[config.mk]
export PLATFORM = sky130hd
export DESIGN_NAME = bounded_result_queue_drop_oldest
export DESIGN_NICKNAME = d
export VERILOG_FILES = /design/src/design/brq_pkg.sv /design/src/design/brq_ctrl.sv /design/src/design/brq_datapath.sv /design/src/design/bounded_result_queue_drop_oldest.sv
export SDC_FILE = /design/constraint.sdc
export NUM_CORES = 1
export LEC_CHECK = 0
export BUFFER_PORTS_ARGS = -buffer_cell sky130_fd_sc_hd__buf_2
export CAP_MARGIN = 5
export CORE_MARGIN = 5
export CORE_UTILIZATION = 29
export CTS_CLUSTER_SIZE = 24
export DETAILED_ROUTE_END_ITERATION = 7
export SYNTH_ARGS = -nofsm -noshare
export SYNTH_HDL_FRONTEND = slang
export SYNTH_HIERARCHICAL = 1
export SYNTH_SLANG_ARGS = --single-unit
[constraint.sdc]
create_clock -name clock -period 8.9 [get_ports clock]
set_clock_uncertainty 0.15 [all_clocks]
set_input_delay 0.89 -clock clock [delete_from_list [all_inputs] [get_ports clock]]
set_output_delay 0.89 -clock clock [all_outputs]
set_load 0.01 [all_outputs]
[src/design/brq_pkg.sv]
`timescale 1ns / 1ps
// ----------------------------------------------------------------------------
// brq_pkg
// shared widths, codes and control structs of the bounded result queue
// ----------------------------------------------------------------------------
package brq_pkg;

   localparam int ADDR_W     = 48;
   localparam int CODE_W     = 32;
   localparam int ENTRY_W    = ADDR_W + CODE_W;
   localparam int ACT_W      = 3;
   localparam int CNT_W      = 4;
   localparam int STAT_W     = 2;
   localparam int REQ_DATA_W = 88;
   localparam int RSP_DATA_W = 88;

   localparam int DEPTH_DEFAULT = 8;

   localparam logic [CNT_W-1:0] LIMIT_RESET = 4'd8;

   // request actions
   localparam logic [ACT_W-1:0] ACT_NEW     = 3'd0;
   localparam logic [ACT_W-1:0] ACT_REQUEST = 3'd1;
   localparam logic [ACT_W-1:0] ACT_CANCEL  = 3'd2;
   localparam logic [ACT_W-1:0] ACT_REG     = 3'd3;
   localparam logic [ACT_W-1:0] ACT_RELEASE = 3'd4;

   // response status codes
   localparam logic [STAT_W-1:0] STAT_OK       = 2'd0;
   localparam logic [STAT_W-1:0] STAT_ALREADY  = 2'd1;
   localparam logic [STAT_W-1:0] STAT_IGNORED  = 2'd2;

   typedef struct packed {
      logic exec;
      logic load;
   } ctl_cmd_type;

   typedef struct packed {
      logic out_free;
   } dp_status_type;

endpackage

[src/design/brq_ctrl.sv]
`timescale 1ns / 1ps
// ----------------------------------------------------------------------------
// brq_ctrl
// two-state sequencer: take a request, then load its response
// ----------------------------------------------------------------------------
module brq_ctrl
   import brq_pkg::*;
(
   input  logic          clock,
   input  logic          reset,
   input  logic          req_tvalid,
   output logic          req_tready,
   input  dp_status_type sts,
   output ctl_cmd_type   cmd
);

   localparam logic ST_IDLE = 1'b0;
   localparam logic ST_LOAD = 1'b1;

   logic state_ff;
   logic state_in;

   always_comb begin
      state_in = state_ff;
      cmd.exec = 1'b0;
      cmd.load = 1'b0;
      case (state_ff)
         ST_IDLE: begin
            if (req_tvalid) begin
               cmd.exec = 1'b1;
               state_in = ST_LOAD;
            end
         end
         ST_LOAD: begin
            if (sts.out_free) begin
               cmd.load = 1'b1;
               state_in = ST_IDLE;
            end
         end
         default: state_in = ST_IDLE;
      endcase
   end

   assign req_tready = (state_ff == ST_IDLE);

   always_ff @(posedge clock) begin
      if (reset) begin
         state_ff <= ST_IDLE;
      end else begin
         state_ff <= state_in;
      end
   end

endmodule

[src/design/brq_datapath.sv]
`timescale 1ns / 1ps
// ----------------------------------------------------------------------------
// brq_datapath
// ring store, head and count, flags, limit register and response register
// ----------------------------------------------------------------------------
module brq_datapath
   import brq_pkg::*;
#(
   parameter int DEPTH = DEPTH_DEFAULT
)
(
   input  logic                  clock,
   input  logic                  reset,
   input  logic [REQ_DATA_W-1:0] req_tdata,
   input  logic [ACT_W-1:0]      req_tuser,
   output logic                  rsp_tvalid,
   input  logic                  rsp_tready,
   output logic [RSP_DATA_W-1:0] rsp_tdata,
   input  logic                  csr_valid,
   output logic                  csr_ready,
   input  logic [CNT_W-1:0]      csr_wdata,
   input  ctl_cmd_type           cmd,
   output dp_status_type         sts
);

   localparam int PTR_W = (DEPTH > 1) ? $clog2(DEPTH) : 1;
   localparam int SUM_W = ((PTR_W > CNT_W) ? PTR_W : CNT_W) + 1;
   localparam logic [SUM_W-1:0] DEPTH_S = SUM_W'(DEPTH);

   // one conditional subtract is enough: every sum stays below twice the depth
   function automatic logic [PTR_W-1:0] wrap(input logic [SUM_W-1:0] v);
      logic [SUM_W-1:0] r;
      r = (v >= DEPTH_S) ? (v - DEPTH_S) : v;
      return r[PTR_W-1:0];
   endfunction

   logic [ENTRY_W-1:0]    mem_ff [DEPTH];
   logic [ENTRY_W-1:0]    rd_data_ff;
   logic [PTR_W-1:0]      head_ff, head_in;
   logic [CNT_W-1:0]      count_ff, count_in;
   logic                  pend_ff, pend_in;
   logic                  cons_ff, cons_in;
   logic [CNT_W-1:0]      limit_ff;
   logic [ADDR_W-1:0]     in_addr_ff;
   logic [CODE_W-1:0]     in_code_ff;
   logic                  res_deliver_ff, res_bypass_ff, res_drop_ff;
   logic [STAT_W-1:0]     res_status_ff;
   logic [CNT_W-1:0]      res_count_ff;
   logic                  rsp_valid_ff;
   logic [RSP_DATA_W-1:0] rsp_data_ff;

   logic [ACT_W-1:0]  act;
   logic [ADDR_W-1:0] addr;
   logic [CODE_W-1:0] code;
   logic              accepts;
   logic [CNT_W-1:0]  lim_eff;
   logic [PTR_W-1:0]  head_mid, slot, rd_addr;
   logic [CNT_W-1:0]  cnt_mid;
   logic              wr_en, deliver, bypass, dropped;
   logic [STAT_W-1:0] status;
   logic [ENTRY_W-1:0] out_entry;

   assign act     = req_tuser;
   assign addr    = req_tdata[ADDR_W-1:0];
   assign code    = req_tdata[ADDR_W +: CODE_W];
   assign accepts = req_tdata[ENTRY_W];

   always_comb begin
      if (limit_ff == '0) begin
         lim_eff = CNT_W'(1);
      end else if (SUM_W'(limit_ff) > DEPTH_S) begin
         lim_eff = CNT_W'(DEPTH);
      end else begin
         lim_eff = limit_ff;
      end
   end

   always_comb begin
      head_in  = head_ff;
      count_in = count_ff;
      pend_in  = pend_ff;
      cons_in  = cons_ff;
      head_mid = head_ff;
      cnt_mid  = count_ff;
      slot     = head_ff;
      rd_addr  = head_ff;
      wr_en    = 1'b0;
      deliver  = 1'b0;
      bypass   = 1'b0;
      dropped  = 1'b0;
      status   = STAT_OK;
      case (act)
         ACT_NEW: begin
            if (!cons_ff) begin
               status = STAT_IGNORED;
            end else begin
               // trim down to one below the limit, then push
               if (count_ff >= lim_eff) begin
                  head_mid = wrap(SUM_W'(head_ff)
                                  + SUM_W'(CNT_W'(count_ff + CNT_W'(1) - lim_eff)));
                  cnt_mid  = lim_eff - CNT_W'(1);
                  dropped  = 1'b1;
               end
               slot     = wrap(SUM_W'(head_mid) + SUM_W'(cnt_mid));
               wr_en    = 1'b1;
               head_in  = head_mid;
               count_in = cnt_mid + CNT_W'(1);
               if (pend_ff) begin
                  pend_in = 1'b0;
                  deliver = 1'b1;
                  bypass  = (cnt_mid == '0);
                  rd_addr = head_mid;
                  if (accepts) begin
                     head_in  = wrap(SUM_W'(head_mid) + SUM_W'(1));
                     count_in = cnt_mid;
                  end
               end
            end
         end
         ACT_REQUEST: begin
            if (count_ff != '0) begin
               deliver = 1'b1;
               if (accepts) begin
                  head_in  = wrap(SUM_W'(head_ff) + SUM_W'(1));
                  count_in = count_ff - CNT_W'(1);
               end
            end else begin
               pend_in = 1'b1;
            end
         end
         ACT_CANCEL: begin
            pend_in = 1'b0;
         end
         ACT_REG: begin
            if (cons_ff) begin
               status = STAT_ALREADY;
            end else begin
               cons_in = 1'b1;
            end
         end
         ACT_RELEASE: begin
            if (!cons_ff) begin
               status = STAT_IGNORED;
            end else begin
               cons_in  = 1'b0;
               count_in = '0;
               head_in  = '0;
            end
         end
         default: ;
      endcase
   end

   // control state
   always_ff @(posedge clock) begin
      if (reset) begin
         head_ff      <= '0;
         count_ff     <= '0;
         pend_ff      <= 1'b0;
         cons_ff      <= 1'b0;
         limit_ff     <= LIMIT_RESET;
         rsp_valid_ff <= 1'b0;
      end else begin
         if (cmd.exec) begin
            head_ff  <= head_in;
            count_ff <= count_in;
            pend_ff  <= pend_in;
            cons_ff  <= cons_in;
         end
         if (csr_valid) begin
            limit_ff <= csr_wdata;
         end
         if (cmd.load) begin
            rsp_valid_ff <= 1'b1;
         end else if (rsp_tready) begin
            rsp_valid_ff <= 1'b0;
         end
      end
   end

   // ring store, registered read of the head
   always_ff @(posedge clock) begin
      if (cmd.exec && wr_en) begin
         mem_ff[slot] <= {code, addr};
      end
      if (cmd.exec) begin
         rd_data_ff <= mem_ff[rd_addr];
      end
   end

   // request payload and response fields held until the load
   always_ff @(posedge clock) begin
      if (cmd.exec) begin
         in_addr_ff     <= addr;
         in_code_ff     <= code;
         res_deliver_ff <= deliver;
         res_bypass_ff  <= bypass;
         res_drop_ff    <= dropped;
         res_status_ff  <= status;
         res_count_ff   <= count_in;
      end
   end

   // freshly written entry at the head is taken from the request itself
   always_comb begin
      if (!res_deliver_ff) begin
         out_entry = '0;
      end else if (res_bypass_ff) begin
         out_entry = {in_code_ff, in_addr_ff};
      end else begin
         out_entry = rd_data_ff;
      end
   end

   always_ff @(posedge clock) begin
      if (cmd.load) begin
         rsp_data_ff <= {res_count_ff, res_drop_ff, res_status_ff, out_entry,
                         res_deliver_ff};
      end
   end

   assign rsp_tvalid   = rsp_valid_ff;
   assign rsp_tdata    = rsp_data_ff;
   assign csr_ready    = 1'b1;
   assign sts.out_free = !rsp_valid_ff || rsp_tready;

`ifndef SYNTHESIS
   a_count_fits: assert property (@(posedge clock) disable iff (reset)
      SUM_W'(count_ff) <= DEPTH_S)
      else $error("entry count above depth");

   a_entries_need_consumer: assert property (@(posedge clock) disable iff (reset)
      (count_ff != '0) |-> cons_ff)
      else $error("entries held without a consumer");

   a_pending_only_empty: assert property (@(posedge clock) disable iff (reset)
      pend_ff |-> (count_ff == '0))
      else $error("pending request while entries are held");

   a_load_into_free: assert property (@(posedge clock) disable iff (reset)
      cmd.load |-> (!rsp_valid_ff || rsp_tready))
      else $error("response loaded over an unaccepted one");

   a_one_at_a_time: assert property (@(posedge clock) disable iff (reset)
      cmd.exec |=> !cmd.exec)
      else $error("request taken while previous one in flight");
`endif

endmodule

[src/design/bounded_result_queue_drop_oldest.sv]
`timescale 1ns / 1ps
// ----------------------------------------------------------------------------
// bounded_result_queue_drop_oldest
// single-consumer result queue with drop-oldest trimming and pending request
// ----------------------------------------------------------------------------
// an accepted request is registered, then its response is loaded into the output
//   register once that register is empty or drains in that cycle
// a new request is taken only after the previous response is loaded, as set by
//   the two-state sequencer; the registered ring read is ready for that load
// reset: synchronous, clears head, count, pending and consumer flags, sets
//   the limit to 8; the ring store is not cleared, as only written entries are read
module bounded_result_queue_drop_oldest
   import brq_pkg::*;
#(
   parameter int DEPTH = DEPTH_DEFAULT
)
(
   input  logic                  clock,
   input  logic                  reset,
   // request: tdata = device_address[47:0], result_code[79:48],
   //   consumer_accepts[80], zero pad[87:81]
   input  logic                  req_tvalid,
   output logic                  req_tready,
   input  logic [REQ_DATA_W-1:0] req_tdata,
   // request: tuser = action[2:0]
   input  logic [ACT_W-1:0]      req_tuser,
   // response: tdata = delivered[0], delivered_address[48:1],
   //   delivered_result[80:49], status[82:81], dropped_oldest[83],
   //   entries_held[87:84]
   output logic                  rsp_tvalid,
   input  logic                  rsp_tready,
   output logic [RSP_DATA_W-1:0] rsp_tdata,
   // limit register write (max_entries)
   input  logic                  csr_valid,
   output logic                  csr_ready,
   input  logic [CNT_W-1:0]      csr_wdata
);

   ctl_cmd_type   cmd;
   dp_status_type sts;

   // sequencer: idle takes a request, load moves its response out
   brq_ctrl u_ctrl (
      .clock      (clock),
      .reset      (reset),
      .req_tvalid (req_tvalid),
      .req_tready (req_tready),
      .sts        (sts),
      .cmd        (cmd)
   );

   // ring store, pointers, flags and the response register
   brq_datapath #(
      .DEPTH (DEPTH)
   ) u_datapath (
      .clock      (clock),
      .reset      (reset),
      .req_tdata  (req_tdata),
      .req_tuser  (req_tuser),
      .rsp_tvalid (rsp_tvalid),
      .rsp_tready (rsp_tready),
      .rsp_tdata  (rsp_tdata),
      .csr_valid  (csr_valid),
      .csr_ready  (csr_ready),
      .csr_wdata  (csr_wdata),
      .cmd        (cmd),
      .sts        (sts)
   );

endmodule
# [Word-level counts from Yosys, hierarchy flattened]
# Memory sizes are Yosys's and may differ from the RTL's. A register that Yosys moved wholly into a read port is not among the register bits.
# Cells that the tools add are included.
# Widths: inputs -> output; s select.
[op_classes] addsub=13 n_lt_le_gt_ge=6 n_eq_ne=9 n_mux=56 n_bitwise=1 n_reduce_logical=17
[op_table] operator="$mux 80" n=1
[op_table] operator="$mux 3" n=18
[op_table] operator="$mux 4" n=11
[op_table] operator="$mux 1" n=18
[op_table] operator="$pmux 4 s3" n=1
[op_table] operator="$sub 3x1->3 const B" n=4
[op_table] operator="$add 3x4->5" n=2
[op_table] operator="$ge 5x4->1 const B" n=2
[op_table] operator="$pmux 3 s3" n=1
[op_table] operator="$add 3x1->4 const B" n=2
[op_table] operator="$add 4x1->4 const B" n=2
[op_table] operator="$ge 4x4->1 const B" n=2
[op_table] operator="$logic_not 4->1" n=2
[op_table] operator="$sub 4x1->4 const B" n=2
[op_table] operator="$eq 3x2->1 const B" n=2
[op_table] operator="$ne 2x1->1 const B" n=3
[op_table] operator="$pmux 1 s2" n=3
[op_table] operator="$reduce_and 6->1" n=1
[op_table] operator="$reduce_bool 3->1" n=2
[op_table] operator="$ge 4x4->1" n=1
[op_table] operator="$gt 4x4->1 const B" n=1
[op_table] operator="$ne 2x2->1 const B" n=2
[op_table] operator="$pmux 2 s2" n=1
[op_table] operator="$reduce_and 2->1" n=2
[op_table] operator="other kinds (15)" n=16
[totals] ff_bits=192 mem_bits_rw=640 input_bits=100 word_cells=119 mem_count=1
[mem_list] memory="u_datapath.mem_ff" depth=8 width=80 read_ports=1 rd_ports_with_merged_regs=1 wr=1 line="brq_datapath.sv:37" text="logic [ENTRY_W-1:0] mem_ff [DEPTH];"

# [Logic depth before layout (Yosys ltp)]
# Gate-level depths: netlist of run 1.
[logic_depth] word_depth=17 ltp_mapped=16 ltp_nobuf=16

# [Hierarchy]
# The synthesis of run 1 kept the hierarchy.
[modules_own_cells] module="brq_datapath" instances=1 cells_each=1946 area_each_um2=35640.4 seq_area_each_um2=27216.1
[modules_own_cells] module="brq_ctrl" instances=1 cells_each=6 area_each_um2=55.1 seq_area_each_um2=20.0

# [Worst setup path after synthesis of run 1]
# OpenSTA, ideal clock, no wires.
[synth_path] path_type="input to register" startpoint="in req_tvalid" endpoint="mem u_datapath/mem_ff[6][0] (netlist bit), enable pin" setup_ns=0.617 arrival_time_ns=8.882 path_slack_ns=-0.749 stages=4 path_buffers=1 path_cell_list="and2b_2 > clkbuf_1 > nand3_1 > nor3_1"
[synth_between] elab_chain_cells=5
[synth_rtl] element="from (decl)" line="bounded_result_queue_drop_oldest.sv:22" text="input logic req_tvalid,"
[synth_rtl] element="$mux 1" line="brq_ctrl.sv:29" text="if (req_tvalid) begin"
[synth_rtl] element="$mux 1" line="brq_ctrl.sv:27" text="case (state_ff)"
[synth_rtl] element="$logic_and 1x1->1" line="brq_datapath.sv:183" text="if (cmd.exec && wr_en) begin"
[synth_rtl] element="$mux 1" line="brq_datapath.sv:183"
[synth_rtl] element="$mux 1 (implied by the code)" line="brq_datapath.sv:184" text="mem_ff[slot] <= {code, addr};"
[synth_rtl] element="to (decl)" line="brq_datapath.sv:37"
# Every way passes these cells.

# [Worst setup path after layout of run 1]
[layout_path] startpoint="reg u_datapath.limit_ff[1]" endpoint="mem u_datapath/mem_ff[7][4] (netlist bit), enable pin"
[layout_between] elab_chain_cells=15 elab_cells_between_ends=23 cone_classes="add/sub (6); order compare (4); mux (12); reduce/logical (1)"
[layout_rtl] element="from (decl)" line="brq_datapath.sv:43" text="logic [CNT_W-1:0] limit_ff;"
[layout_rtl] element="from (signal assigned)" line="brq_datapath.sv:171" text="limit_ff <= csr_wdata;"
[layout_rtl] element="$gt 4x4->1" line="brq_datapath.sv:71" text="end else if (SUM_W'(limit_ff) > DEPTH_S) begin"
[layout_rtl] element="$mux 4" line="brq_datapath.sv:71"
[layout_rtl] element="$mux 4 *" line="brq_datapath.sv:69" text="if (limit_ff == '0) begin"
[layout_rtl] element="$sub 4x4->4" line="brq_datapath.sv:100" text="+ SUM_W'(CNT_W'(count_ff + CNT_W'(1) - lim_eff)));"
[layout_rtl] element="$add 3x4->5" line="brq_datapath.sv:100"
[layout_rtl] element="$ge 5x4->1 or $sub 3x1->3 (tied branches)" line="brq_datapath.sv:33" text="r = (v >= DEPTH_S) ? (v - DEPTH_S) : v;"
[layout_rtl] element="$mux 3" line="brq_datapath.sv:33"
[layout_rtl] element="$mux 3" line="brq_datapath.sv:98" text="if (count_ff >= lim_eff) begin"
[layout_rtl] element="$mux 3" line="brq_datapath.sv:94" text="if (!cons_ff) begin"
[layout_rtl] element="$mux 3" line="brq_datapath.sv:92" text="case (act)"
[layout_rtl] element="$add 3x4->5 *" line="brq_datapath.sv:104" text="slot = wrap(SUM_W'(head_mid) + SUM_W'(cnt_mid));"
[layout_rtl] element="$ge 5x4->1 or $sub 3x1->3 (tied branches)" line="brq_datapath.sv:33"
[layout_rtl] element="$mux 3 *" line="brq_datapath.sv:33"
[layout_rtl] element="$mux 3 *" line="brq_datapath.sv:94"
[layout_rtl] element="$mux 3 *" line="brq_datapath.sv:92"
# Mark *: on every way between the ends. The rest lies on a longest branch, timed or not. The select of a mux whose other input is x is not followed.

==> metrics.md, run 1 <==
| Metric | Value |
|---|---|
| PwrDens | approximately 220 nW/um^2 |
| Largest net degree at the start of global routing | between 150 and 200 |
| R2r worst-path depth | 17 |
| Post-synthesis mux area share | 9.142% |
| Starting Density | 29.25% |
| Worst setup SP type | flip-flop |
| Register bit total from synthesis | slightly above 900 |
| Critical path's most frequent cell | buf_4 |
| Tmin final | 5893 ps |
| Via count of the first global-routing pass | about 19000 |
| FFs w/ async S/R, synth | 0% |
| Max cap viols | 0 |
| Beginning of the critical path | u_datapath/limit_ff[1] |
| First-pass GRT wire length | 125.9 mm |
| Xor-xnor portion of the synthesized cell area | less than 1% |
| CP max FO | between 40 and 50 |
| Crit end category | flip-flop |
| Slew headroom | 19.06% |
| Syn nets | 2068 |
| Crit path to | u_datapath/mem_ff[7][4] |
| Iteration-0 DRC Markers | 1209 |
| Most frequent cells in the layout | edfxtp_1, mux2i_1, buf_2, nand2_1, clkbuf_16 |
| RR Endpoint | u_datapath/mem_ff[7][4] |
| I/O Pins | 191 |
| Metal-1 WL | roughly 36 mm |
| Share of layout cells above drive strength 1 | a little over a fifth |
| # H-tree levels | 3 |
| Least-Margin Pin Slew | ~1200 ps |
| Mapped cell area | around 36000 um^2 |
| Tcrit/Tclk final | between 60 and 70% |
| Worst hold path type | flip-flop to flip-flop |
| Top cells by area, synth | edfxtp_1, mux2i_1, a221oi_2 |
| HPWL after detailed placement | 45.38 mm |
| Post-cts repair resize count | 0 |
| Yosys cell types | 70 |
| Hold Vio Cnt, Final | 0 |
| Number of antenna violations at the first check in global routing | 26 |
| FP Rows | between 100 and 150 |
| Clock Tree Root | clkbuf_16 |
| Largest incremental delay on the critical path | about 760 ps |
| Worst path cell trace | nor2_1, o21ai_0, inv_1, ha_1, nor3b_1, o21ai_0, buf_4, mux2i_1, inv_1, nand2_1, fa_1, or3_1, a211o_1, and3_1, nor3_2, buf_4, buf_4 |
| Synthesized-area fraction occupied by adder cells | less than 1% |
| Simple-gate portion of the synthesized area | between 4 and 5% |
| Gpl congestion | ~0.78 |
| Syn Area/Cell | ~18 um^2 |
| Syn Inst Count | about 2000 |
| P_leak | between 15 and 20 nW |
| Nets | about 2300 |
| Post-route ant nets | 0 |
| P&R area growth vs syn | 16.32% |
| Total track usage | between 10% and 20% |
| Latest clock arrival within the worst-skew pair | 690 ps |
| Fmax | 169.7 MHz |
| Critical Path RT | approximately 9000 ps |
| Top cell type's share of synthesized area | roughly 75% |
| Drt pass-1 iters | 5 |
| DIE HEIGHT | 360.8 um |
| Clock Path Buffers | 3 |
| DR DRC count | 0 |
| Largest family of logic cells by synthesized area | multiplexers |
| Core area | 122000 um^2 |
| IO Port Bufs | between 150 and 200 |
| Number of flops mapped to enable cells by yosys | between 800 and 900 |
| Slowest-stage cell, CP | buf_4 |
| Clock buffer count from CTS | 97 |
| Pwr Total | 9.260 mW |
| Synth Flop Type | edfxtp_1 |
| Crit. path cell count | 17 |
| Worst hold start | u_datapath/res_count_ff[0] |
| Clk pin slew, worst setup/hold paths | ~60 ps |
| Status | completed |
| Fin. max-slew vios | 0 |
| Critical Path AT | 6020 ps |
| Cell family with most CP delay | buffers and inverters |
| Clk sinks | a little over 900 |
| WL final | 84.85 mm |
| Setup-failing EPs final | 0 |
| RR Startpoint | u_datapath/limit_ff[1] |
| Vias per inst | about 4.6 |
| Worst path buffer plus inverter count | 5 |
| Total grt overflow | 0 |
| Post-synth top area cell | edfxtp_1 |
| Critical path type | flip-flop to flip-flop |
| Hold_buf cts | 0 |
| Post-CTS Setup Inserts | 0 |
| Final worst slack | 3007 ps |
| Fillcell total | around 12000 |
| Die area | about 130000 um^2 |
| Peak VDD IR | 0.1668 mV |
| Met2 WL | between 40 and 50 mm |
| Dpl ws | a little over 3000 ps |
| Die W | roughly 360 um |
| Ys Warns | 6 |
| Register area share after synthesis | between 70% and 80% |
| RSZ-0062 raised after global routing | no |
| Synth Area in Compound Gates | between 6 and 7% |
| Final Util | about a third |
| Worst reg2reg setup slack | roughly 3000 ps |
| Via count | around 18000 |
| Top layer in use | met5 |
| Most common cell after layout, fill and taps aside | edfxtp_1 |
| CTS tree | done |
| Wire length per cell | 21.89 um |
| Met3 WL | between 4 and 5 mm |
==> cell type report <==
cell class | count | area [um^2] | area share [%]
Antenna cell | 12 | 30.03 | 0.07232
Clock buffer | 110 | 2539 | 6.114
Clock inverter | 66 | 624.3 | 1.504
Inverter | 22 | 82.58 | 0.1989
Multi-Input combinational cell | 910 | 7726 | 18.61
Sequential cell | 912 | 27240 | 65.59
Tap cell | 1625 | 2033 | 4.897
Timing Repair Buffer | 219 | 1251 | 3.013
==> how the worst min path moves through the flow <==
| stage | to | slack (ps) | cells past startpoint |
|---|---|---|---|
| floorplan | u_datapath/rsp_tdata[81] | 250 | 0 |
| global placement | u_datapath/rsp_tdata[83] | 260 | 0 |
| detailed placement | u_datapath/rsp_tdata[86] | 260 | 0 |
| CTS | u_ctrl/state_ff | 260 | 3 |
| global route | u_datapath/rsp_tdata[86] | 290 | 0 |
| finish | u_datapath/rsp_tdata[84] | 280 | 0 |
==> cell families after synthesis <==
group | Yosys count
and+or+nand+nor | 337
other | 1
buffers and inverters | 130
adders and majority gates | 16
DFF | 912
AOI/OAI and AO/OA | 219
xor gates and xnor gates | 11
muxes | 326
==> metal layers <==
metal  vias up  global-route usage [%]
li1       8176                       -
met1      9263                   15.93
met2       366                   22.20
met3       134                   3.195
met4        12                   3.739
met5         -                       0
==> state kept, by name, summed over array words and instances (netlist names), 4 cells and up <==
signal and flops:
u_datapath/mem_ff 640, u_datapath/rsp_tdata 88, u_datapath/rd_data_ff 80, u_datapath/in_addr_ff 48, u_datapath/in_code_ff 32, u_datapath/count_ff 4
u_datapath/limit_ff 4, u_datapath/res_count_ff 4
==> report_power, final <==
part | switching, mW | total, mW | internal, mW | leakage [nW]
registers | 0.0307 | 4.85 | 4.82 | 8.34
clock network | 1.66 | 3.98 | 2.31 | 1.53
logic | 0.284 | 0.435 | 0.151 | 5.17
==> cell usage after synthesis (all sizes together), types with 2 or more instances <==
| cell | count |
|---|---|
| o21a | 4 |
| buf | 81 |
| a221oi | 82 |
| inv | 22 |
| a21oi | 13 |
| fa | 2 |
| or3b | 2 |
| dfxtp | 15 |
| a21boi | 2 |
| nor2 | 25 |
| nand3 | 7 |
| clkbuf | 27 |
| o21ai | 11 |
| a21o | 2 |
| nand4b | 2 |
| nand2 | 176 |
| a211oi | 2 |
| o211ai | 7 |
| mux2i | 326 |
| nor3b | 3 |
| ha | 14 |
| a31o | 2 |
| xnor2 | 9 |
| and2 | 3 |
| o22ai | 2 |
| or3 | 2 |
| nand2b | 9 |
| nor2b | 82 |
| nand3b | 2 |
| xor2 | 2 |
| a22oi | 2 |
| nor3 | 10 |
| nand4 | 3 |
| and3 | 4 |
| a32o | 80 |
| edfxtp | 897 |
==> per-stage QoR <==
step / instances / cell area [um^2] / TNS (ps) / hold WS, ps
floorplan: 1952 / 35700 / -239500 / 250.3
global placement: 3688 / 38330 / 0 / 263.7
detailed placement: 3688 / 38330 / 0 / 258.8
CTS: 3864 / 41490 / 0 / 259.5
global route: 3865 / 41490 / 0 / 290.5
finish: 3876 / 41520 / 0 / 276.2
Power figures use the tool's default switching activity.
==> run 2, diff against run 1 <==
Clock period 8.9 ns to 5.9 ns, I/O delays scaled along.
==> metrics.md, run 2 (synthesis gave the netlist of run 1 again) <==
| Metric | Value |
|---|---|
| Post-CTS Setup Inserts | 0 |
| CP max FO | 29 |
| Total track usage | about 12% |
| CTS tree | done |
| WL final | 80.31 mm |
| Fin. max-slew vios | 0 |
| Wire length per cell | about 20 um |
| Largest net degree at the start of global routing | 105 |
| Worst path cell trace | nor2_1, o21ai_1, inv_1, ha_1, nor3b_1, o21ai_0, buf_4, a21oi_1, inv_1, fa_1, and3_1, o211ai_1, o2111a_1, nand3_1, nor3_4, buf_12 |
| Critical Path AT | 5450 ps |
| Status | completed |
| Peak VDD IR | between 0.2 and 0.25 mV |
| Share of layout cells above drive strength 1 | 21.38% |
| Least-Margin Pin Slew | 1062 ps |
| Vias per inst | ~4.6 |
| Gpl congestion | 0.7363 |
| Number of antenna violations at the first check in global routing | 25 |
| P_leak | around 15 nW |
| DR DRC count | 0 |
| HPWL after detailed placement | 46.83 mm |
| Clock Tree Root | clkbuf_16 |
| Critical Path RT | ~6000 ps |
| Worst setup SP type | flip-flop |
| PwrDens | ~330 nW/um^2 |
| Final Util | around 35% |
| P&R area growth vs syn | 18.15% |
| FP Rows | between 100 and 150 |
| Non-Filler Instances | roughly 3900 |
| Worst reg2reg setup slack | between 600 and 700 ps |
| RR Endpoint | u_datapath/mem_ff[2][21] |
| Largest incremental delay on the critical path | 600 ps |
| Worst hold path type | input pin to flip-flop |
| Crit end category | flip-flop |
| First-pass GRT wire length | around 120 mm |
| Drt pass-1 iters | 5 |
| Placed insts | 3705 |
| Via count of the first global-routing pass | between 15000 and 20000 |
| Tcrit/Tclk final | slightly below 90% |
| Hold Slack | ~54 ps |
| Post-route ant nets | 0 |
| Crit path to | u_datapath/mem_ff[2][21] |
| Tmin final | 5257 ps |
| Clock buffer count from CTS | 97 |
| Clk sinks | ~910 |
| Slowest-stage cell, CP | nor3_4 |
| IO Port Bufs | ~180 |
| Most common cell after layout, fill and taps aside | edfxtp_1 |
| Core area | around 120000 um^2 |
| R2r worst-path depth | 16 |
| I/O Pins | approximately 190 |
| Most frequent cells in the layout | edfxtp_1, mux2i_1, buf_2, nand2_1, clkbuf_16 |
| Die W | approximately 360 um |
| Fmax | 190.2 MHz |
| Beginning of the critical path | u_datapath/limit_ff[1] |
| Starting Density | 29.25% |
| Clk pin slew, worst setup/hold paths | approximately 60 ps |
| Max cap viols | 0 |
| Setup-failing EPs final | 0 |
| # H-tree levels | 3 |
| Latest clock arrival within the worst-skew pair | a little under 700 ps |
| DIE HEIGHT | 360.8 um |
| Via count | around 18000 |
| Hold Vio Cnt, Final | 0 |
| Iteration-0 DRC Markers | ~1300 |
| Slew headroom | between 20% and 30% |
| Die area | between 100000 and 150000 um^2 |
| Clock Path Buffers | 3 |
| RSZ-0062 raised after global routing | no |
| Largest reg by FF count | u_datapath/mem_ff |
| RR Startpoint | u_datapath/limit_ff[1] |
| Critical path's most frequent cell | inv_1 |
| Critical path type | flip-flop to flip-flop |
| Nets | 2303 |
| Max reg flops | between 600 and 700 |
| Total grt overflow | 0 |
| Worst hold start | req_tdata[21] |
==> run 2: per-stage QoR <==
stage                     total power [mW]  instance area (um^2)  setup slack (ps)  TNS (ps)
after global routing                 14.56                 42150             234.0         0
after global placement               8.118                 38860             766.9         0
after floorplan                      7.849                 35750             -1110   -184090
final                                14.00                 42170             642.7         0
after CTS                            14.21                 42150             625.5         0
after detailed placement             8.137                 38860             705.2         0
==> run 2: cell type report <==
| cell class | instances | area (um^2) |
|---|---|---|
| fill | 11550 | 79860 |
| sequential | 912 | 27240 |
| multi-input combinational | 910 | 7751 |
| clock buffer | 113 | 2487 |
| tap | 1625 | 2033 |
| timing repair buffer | 244 | 1834 |
| clock inverter | 67 | 721.9 |
| inverter | 22 | 82.58 |
| antenna | 11 | 27.53 |
==> run 2: power breakdown <==
part | switching (mW) | internal (mW)
Sequential | 0.0463 | 7.27
Combinational | 0.439 | 0.240
Clock | 2.55 | 3.46
==> run 2: what timing repair did <==
action / CTS / global route
hold endpoints to repair: 24 / 0
hold buffers: 8 / 0
resized for setup: 0 / 0
==> run 2: metal layers <==
layer	track usage, %	vias to the layer above	wire length [um]
met3	3.022	143	4487
li1	-	8238	-
met1	16.17	9250	36060
met2	19.42	450	37800
met4	3.576	20	1831
met5	0	-	135
==> run 2: how the worst min path moves through the flow <==
stage          slack (ps)  cells after the start                        to
3_5_place_dp          260                      0  u_datapath/rsp_tdata[82]
5_1_grt                30                      1  u_datapath/mem_ff[5][67]
4_1_cts                 3                      1  u_datapath/mem_ff[4][15]
3_3_place_gp          260                      0  u_datapath/rsp_tdata[81]
2_1_floorplan         250                      0  u_datapath/rsp_tdata[81]
6_report               50                      1  u_datapath/mem_ff[1][21]
==> run 2: critical path, delay by kind of cell (launching register included) <==
family	cells	cell delay, ps
flops	1	380
simple gates	5	1560
buf+inv	4	770
compound gates	5	1250
fa+ha+maj	2	790
==> run 3, diff against run 2 <==
Settings changed: BUFFER_PORTS_ARGS -buffer_cell sky130_fd_sc_hd__buf_2 to -buffer_cell sky130_fd_sc_hd__buf_4, SKIP_LAST_GASP set to 1.
==> metrics.md, run 3 (synthesis gave the netlist of run 1 again) <==
| Metric | Value |
|---|---|
| Status | completed |
| Fmax | approximately 190 MHz |
| Dpl ws | between 800 and 900 ps |
| Drt pass-1 iters | 7 |
| Gpl congestion | approximately 0.75 |
| P&R area growth vs syn | 21.64% |
| WL final | roughly 79 mm |
| Critical Path AT | between 5000 and 6000 ps |
| Largest incremental delay on the critical path | 480 ps |
| Most common cell after layout, fill and taps aside | edfxtp_1 |
| I/O Pins | between 150 and 200 |
| IO Port Bufs | 182 |
| Slowest-stage cell, CP | fa_1 |
| Wire length per cell | roughly 20 um |
| Max reg flops | 640 |
| Vias per inst | between 4 and 5 |
| CP max FO | 27 |
| Share of layout cells above drive strength 1 | a little over a fifth |
| Total grt overflow | 0 |
| Clk sinks | 912 |
| Clock Path Buffers | 3 |
| Die area | around 130000 um^2 |
| Worst path cell trace | nor2_1, o21ai_1, inv_1, ha_1, nor3b_1, o21ai_0, buf_4, a21oi_1, inv_1, fa_1, and3_1, o211ai_1, o2111a_1, nand3_1, nor3_4, buf_12, buf_4 |
| Peak VDD IR | 0.1969 mV |
| Non-Filler Instances | around 4000 |
| CTS tree | done |
| HPWL after detailed placement | 45.22 mm |
| Clock Tree Root | clkbuf_16 |
| Least-Margin Pin Slew | 990.6 ps |
| Most frequent cells in the layout | edfxtp_1, mux2i_1, buf_4, nand2_1, clkbuf_16 |
| Placed cell areas | between 30000 and 40000 um^2 |
| Via count of the first global-routing pass | 19210 |
| First-pass GRT wire length | 119.6 mm |
| DIE HEIGHT | ~360 um |
| Number of antenna violations at the first check in global routing | 10 |
| Worst hold path type | input pin to flip-flop |
| FP Rows | between 100 and 150 |
| Crit end category | flip-flop |
| Final Cell Area | roughly 43000 um^2 |
| Placed insts | 3706 |
| Tcrit/Tclk final | 87.55% |
| Clock buffer count from CTS | 98 |
| # H-tree levels | 3 |
| Iteration-0 DRC Markers | 1122 |
| Slew headroom | between 30% and 40% |
| RSZ-0062 raised after global routing | no |
| Largest reg by FF count | u_datapath/mem_ff |
| Post-cts repair resize count | 0 |
| Starting Density | 29.25% |
| Worst setup SP type | flip-flop |
| Max cap viols | 0 |
| Largest net degree at the start of global routing | 82 |
| Latest clock arrival within the worst-skew pair | just under 700 ps |
| Tmin final | between 5000 and 6000 ps |
| Setup-failing EPs final | 0 |
| P_leak | ~16 nW |
| Hold Vio Cnt, Final | 0 |
| Clk pin slew, worst setup/hold paths | around 60 ps |
| Worst path buffer plus inverter count | 5 |
| Die W | 360.8 um |
| Cell family with most CP delay | simple AND/OR/NAND/NOR gates |
| Via count | around 18000 |
| Final worst slack | 734.6 ps |
| Critical path type | flip-flop to flip-flop |
| Critical Path RT | ~6100 ps |
| Nets | around 2400 |
| DR DRC count | 0 |
| Fin. max-slew vios | 0 |
| Total track usage | 11.87% |
| Post-route ant nets | 0 |
| PwrDens | 332.6 nW/um^2 |
| Core area | about 120000 um^2 |
## run 3: cell count changes in the layout (fill, tap and decap cells not counted), sizes merged
cell	before	now
buf	236	237
clkbuf	113	111
inv	26	31
dlygate4sd3	8	77
bufinv	9	17
diode	11	6
clkinvlp	7	6
clkinv	47	42
## run 3: power by group
part	leakage [nW]	switching (mW)	internal, mW
Clock	1.66	2.52	3.86
Sequential	8.34	0.0452	7.26
Combinational	5.81	0.444	0.305
## run 3: cell type report
class / count / area (um^2)
diodes: 6 / 15.01
clock buffers: 111 / 2544
clock inverters: 74 / 857.1
fillers: 11410 / 78620
inverters: 22 / 82.58
multi-input cells: 910 / 7751
flip-flops and latches: 912 / 27240
well taps: 1625 / 2033
repair buffers: 314 / 2900
## run 3: worst paths after layout
kind	from	end	slack (ps)	cells past startpoint
max reg2reg	u_datapath/limit_ff[1]	u_datapath/mem_ff[3][48]	730	17
min reg2reg	u_datapath/res_status_ff[1]	u_datapath/rsp_tdata[82]	270	0
min	req_tdata[26]	u_datapath/in_addr_ff[26]	40	1
max	u_datapath/limit_ff[1]	u_datapath/mem_ff[3][48]	730	17
## run 3: repair_timing
item / CTS / global route
endpoints found under the setup margin: 0 / 0
hold buffers: 77 / 0
buffers inserted: 0 / 0
endpoints found under the hold margin: 592 / 0
## run 3: through the flow
stage	hold WS (ps)	TNS, ps	util [%]	total power, mW
after floorplan	250.3	-184090	-	7.849
after global placement	261.0	0	32.15	8.142
after detailed placement	255.2	0	32.15	8.164
after CTS	0.6179	0	35.57	14.66
after global routing	18.14	0	35.57	15.02
final	37.02	0	35.58	14.44
## run 3: worst register-to-register path: stages (launching register included)
cell	delay, ps
dfxtp_1	380
nor2_1	70
o21ai_1	280
inv_1	80
ha_1	320
nor3b_1	340
o21ai_0	310
buf_4	260
a21oi_1	270
inv_1	130
fa_1	480
and3_1	230
o211ai_1	160
o2111a_1	230
nand3_1	330
nor3_4	310
buf_12	250
buf_4	280
## run 3: layer usage
layer | vias up | track usage, % | share of wire (%)
met2 | 429 | 19.54 | 48
met1 | 9305 | 15.96 | 45
met5 | - | 0 | 0.016
li1 | 8377 | - | -
met3 | 92 | 2.557 | 5.1
met4 | 2 | 3.228 | 1.7
